===== src/rtl/core/aminv_pkg.sv =====
// Shared constants, types and state encodings for the affine 3x4 matrix inverse.
package aminv_pkg;

  localparam int FRAC_BITS  = 16;
  localparam int DATA_W     = 32;
  localparam int NUM_IN     = 12;
  localparam int IN_TDATA_W = NUM_IN * DATA_W;
  localparam int OUT_TDATA_W = 136;
  localparam int ROW_W      = 2;
  localparam int ADJ_W      = 65;
  localparam int ACC_W      = 99;
  localparam int MUL_W      = 33;
  localparam int PROD_W     = 2 * MUL_W;
  localparam int QB         = DATA_W + 1;
  localparam int CNT_W      = $clog2(QB);
  localparam int DSH_W      = ACC_W + QB - 1;
  localparam int NUM_W      = ACC_W + FRAC_BITS;
  localparam int QDEPTH     = 2;
  localparam int NUM_ADJ    = 9;
  localparam int NUM_ROWS   = 3;
  localparam int NUM_LANES  = 4;

  localparam logic [ROW_W-1:0]  LAST_ROW = ROW_W'(NUM_ROWS - 1);
  localparam logic [DATA_W-1:0] ONE_FX   = DATA_W'(1) << FRAC_BITS;

  // One decomposed matrix: 3x3 adjugate, translation adjugate and determinant.
  typedef struct packed {
    logic [NUM_ADJ-1:0][ADJ_W-1:0]  adj;
    logic [NUM_ROWS-1:0][ACC_W-1:0] tr;
    logic [ACC_W-1:0]               det;
  } aminv_job_t;

  typedef struct packed {
    logic full;
    logic empty;
  } aminv_qstat_t;

  typedef enum logic [1:0] {F_IDLE, F_RUN, F_WAIT} front_state_e;
  typedef enum logic [1:0] {PH_ADJ, PH_DET, PH_TR} phase_e;
  typedef enum logic [1:0] {DST_ADJ, DST_DET, DST_TR} dst_e;
  typedef enum logic [1:0] {B_START, B_DIV, B_EMIT} back_state_e;

endpackage


===== src/rtl/core/aminv_fifo.sv =====
// Two-entry job queue between the front end and the divider back end.
module aminv_fifo import aminv_pkg::*; (
  input  logic         clk_i,
  input  logic         rst_ni,
  input  logic         push_i,
  input  aminv_job_t   din_i,
  input  logic         pop_i,
  output aminv_job_t   dout_o,
  output aminv_qstat_t stat_o
);

  localparam int PTR_W = $clog2(QDEPTH);
  localparam int CNT_QW = $clog2(QDEPTH + 1);

  aminv_job_t         mem_q [QDEPTH];
  logic [PTR_W-1:0]   wp_q, rp_q;
  logic [CNT_QW-1:0]  cnt_q;

  assign stat_o.full  = (cnt_q == CNT_QW'(QDEPTH));
  assign stat_o.empty = (cnt_q == '0);
  assign dout_o       = mem_q[rp_q];

  always_ff @(posedge clk_i or negedge rst_ni) begin
    if (!rst_ni) begin
      wp_q  <= '0;
      rp_q  <= '0;
      cnt_q <= '0;
    end else begin
      if (push_i) begin
        wp_q <= (wp_q == PTR_W'(QDEPTH - 1)) ? '0 : wp_q + PTR_W'(1);
      end
      if (pop_i) begin
        rp_q <= (rp_q == PTR_W'(QDEPTH - 1)) ? '0 : rp_q + PTR_W'(1);
      end
      cnt_q <= cnt_q + CNT_QW'(push_i) - CNT_QW'(pop_i);
    end
  end

  always_ff @(posedge clk_i) begin
    if (push_i) begin
      mem_q[wp_q] <= din_i;
    end
  end

endmodule


===== config.mk =====
export PLATFORM = sky130hd
export DESIGN_NAME = aminv_fifo
export DESIGN_NICKNAME = d
export VERILOG_FILES = /design/src/rtl/core/aminv_pkg.sv /design/src/rtl/core/aminv_fifo.sv
export SDC_FILE = /design/constraint.sdc
export NUM_CORES = 1
export LEC_CHECK = 0
export BUFFER_PORTS_ARGS = -buffer_cell sky130_fd_sc_hd__buf_2
export CAP_MARGIN = 25
export CORE_AREA = 3 3 768 770
export CTS_BUF_LIST = sky130_fd_sc_hd__clkbuf_16
export DETAILED_ROUTE_END_ITERATION = 12
export DIE_AREA = 0 0 771 773
export GPL_ROUTABILITY_DRIVEN = 0
export GPL_TIMING_DRIVEN = 0
export PLACE_DENSITY = 0.3
export RECOVER_POWER = 50
export SLEW_MARGIN = 5
export SYNTH_ARGS = -nofsm -noshare
export SYNTH_HDL_FRONTEND = slang
export SYNTH_SLANG_ARGS = --single-unit

===== constraint.sdc =====
create_clock -name clk_i -period 96 [get_ports clk_i]
set_clock_uncertainty 0.2 [all_clocks]
set_input_delay 28.8 -clock clk_i [delete_from_list [all_inputs] [get_ports clk_i]]
set_output_delay 28.8 -clock clk_i [all_outputs]
set_load 0.03 [all_outputs]

==> flow_summary_export.csv <==
group,metric,value,unit
outcome,status,"complete, but fails checks",
outcome,violations,"capacitance limit, slew limit",
synth,yosysWarningCount,0,
place,dpl-instance-area,0.0925,mm^2
place,port_buffers,1967,
cts,h-tree-depth,5,
synth,yosys-top-cells-area,"edfxtp_1 (83%), mux2_2 (15%), buf_6 (1.7%)",
floorplanning,pin_count,1968,
cts,cts.hold.buffers_added,0,
synth,synth_nets,4054,
synth,yosysSeqAreaShare,82.7,%
drt,via_per_inst,3.04,
timing,fin_tns_setup,0,ns
global_route,grt_pass1_wl,468000,um
power_and_ir_drop,internal_power,0.00207,W
drt,drc,0,
place,hpwl,312000,um
cts,clk_pin_slew,0.06,ns
finish,area_growth_syn_to_layout,39.8,%
timing,hold_viol,0,
worst_setup_path,r2r-start,"wp_q",
cts,worstSkewPairLatency,0.92,ns
worst_setup_path,crit_start,"push_i",
timing,finalCritPeriodShare,37.9,%
timing,drv_slew,441,
synth,yosysUniqueCellTypes,11,
drt,drtAntennaViolNets,0,
floorplanning,core,0.584,mm^2
worst_setup_path,worst_ep_arrival_time,36.75,ns
drt,firstDrtPassIters,6,
power_and_ir_drop,pwr-share-comb,38.7,%
finish,instances_no_fill,13400,
finish,regArea,0.0590,mm^2
worst_setup_path,cp_max_fo,52,
worst_setup_path,r2r_slack,87.28,ns
finish,num-fill-cells,63900,
power_and_ir_drop,power_frac_clock,27.4,%
worst_setup_path,critPathKind,"input pin to flop",
hold_path,hold_start,"wp_q",
power_and_ir_drop,power.switching,0.00138,W
power_and_ir_drop,switching_share,40.0,%
drt,via_count,40700,
synth,synth_top_area_share,82.5,%
floorplanning,die_w,771,um
timing,period_minus_slack,36.40,ns
cts,cts_setup_buffers,0,
drt,drt_wl_total,374000,um
floorplanning,die_h,773,um
power_and_ir_drop,p_leak,33.9,nW
synth,syn_avg_cell_area,23.3,um^2
timing,setup_slack,59.60,ns
timing,hold_ws,0.299,ns
finish,nets,6353,
power_and_ir_drop,pwr-share-seq,33.9,%
cts,clk_path_buf_depth,4,
place,dp_slack,63.05,ns
global_route,grt_usage,12.0,%
run,maxCapViolCount,15,
worst_setup_path,critPathLaunchType,"input pin",
timing,tightest_slew,3.37,ns
global_route,antenna_found_initial,338,
worst_setup_path,critPathCapture,"mem_q[1][753]",
worst_setup_path,r2r_end,"mem_q[1][753]",
finish,multi_input_area,0.0111,mm^2
worst_setup_path,worst_setup_path_end_kind,"flop",
synth,synth_area,0.0714,mm^2
synth,yosys_register_bits,1966,
worst_setup_path,r2r_cells,8,
finish,final_common_cell,"edfxtp_1",
floorplanning,num_rows,281,
timing,fmax,27.5,MHz
floorplanning,start_util,12.2,%
synth,yosysTopAreaCell,"edfxtp_1",
timing,relSlewSlack,-125,%
timing,setup_viol,0,
cts,cts_tree,"done",
power_and_ir_drop,vdd_drop_max,0.0228,mV
cts,cts_sinks,1966,
power_and_ir_drop,power.density,34.5,mW/mm^2
hold_path,min_path_type,"flop to flop",
global_route,grt_pass1_vias,42800,
cts,cts-root-buf,"clkbuf_16",
synth,synthCells,3067,
timing,rsz0062_at_grt,"false",
place,dp.cells,12900,
cts,tritoncts.num_buffers,264,
finish,design_area,0.0998,mm^2
drt,drtIter0Drc,2316,
cts,cts_resized,0,
global_route,grt_overflow,0,
drt,post_drt_wl_per_cell,27.9,um
worst_setup_path,critPathRequiredTime,96.35,ns
finish,drive_gt1_share,51.4,%
global_route,grt_max_degree,54,
finish,layout_common_cells,"edfxtp_1 (1962), buf_2 (1374), mux2_2 (981)",
floorplanning,die_area,0.596,mm^2
[worst min path at each step]
stage | end | slack (ns) | depth (start not counted)
CTS | wp_q | 0.36 | 1
finish | wp_q | 0.30 | 1
global route | wp_q | 0.31 | 1
floorplan | wp_q | 0.25 | 1
global placement | wp_q | 0.27 | 1
detailed placement | wp_q | 0.35 | 1
[through the flow]
| stage | util [%] | power, W |
|---|---|---|
| finish | 17.1 | 0.00344 |
| global route | 17.1 | 0.00361 |
| CTS | 17.2 | 0.00356 |
| detailed placement | 15.8 | 0.00258 |
| global placement | 15.6 | 0.00304 |
| floorplan | - | 0.00222 |
[metal layers]
metal  wire length (um)  vias to the layer above  GRT usage [%]
li1                   -                    17100              -
met1             132000                    20400           12.7
met2             181000                     2192           20.7
met3              49400                      794           6.64
met4              11000                      184           3.06
met5               1210                        -              0
[worst max-delay path, cell delays in order]
cell      delay (ns)
clkbuf_1        0.16
and2_0          1.67
clkbuf_1        1.68
clkbuf_1        2.49
buf_16          0.30
buf_16          0.30
buf_16          0.30
buf_16          0.34
buf_16          0.31
[kinds of logic after synthesis]
family	after synthesis	share of synthesized area, %
DFF	1966	82.7
adders and majority gates	2	0.0350
xor gates and xnor gates	3	0.0578
and+or+nand+nor	4	0.0315
muxes	981	15.5
buffers and inverters	111	1.73
[cell usage after synthesis]
cell type / n
edfxtp_1: 1962
mux2_2: 981
buf_6: 109
dfrtp_1: 4
ha_1: 2
inv_1: 2
nor2b_1: 2
xor2_1: 2
and2_1: 1
nor2_1: 1
xor3_1: 1
[registers in the layout, summed over array words and instances (netlist names)]
name and flops:
rp_q 1, cnt_q 2, mem_q 1962, wp_q 1
[area by class of cell]
class                      count  area share (%)
clock inverter               194            1.54
sequential                  1966            59.1
timing repair buffer        2033            10.3
inverter                       2         0.00752
multi-input combinational    990            11.2
buffer                       109            1.23
tap                         7782            9.76
clock buffer                 267            6.70
antenna                       60           0.150
[power groups by stage]
stage / registers, W / clock network [W] / logic [W]
2_1_floorplan: 0.00145 / 0 / 0.000770
3_3_place_gp: 0.00168 / 0 / 0.00136
3_5_place_dp: 0.00118 / 0 / 0.00140
4_1_cts: 0.00117 / 0.000988 / 0.00140
5_1_grt: 0.00118 / 0.00102 / 0.00141
6_report: 0.00117 / 0.000943 / 0.00133
Power figures use the tool's default switching activity.
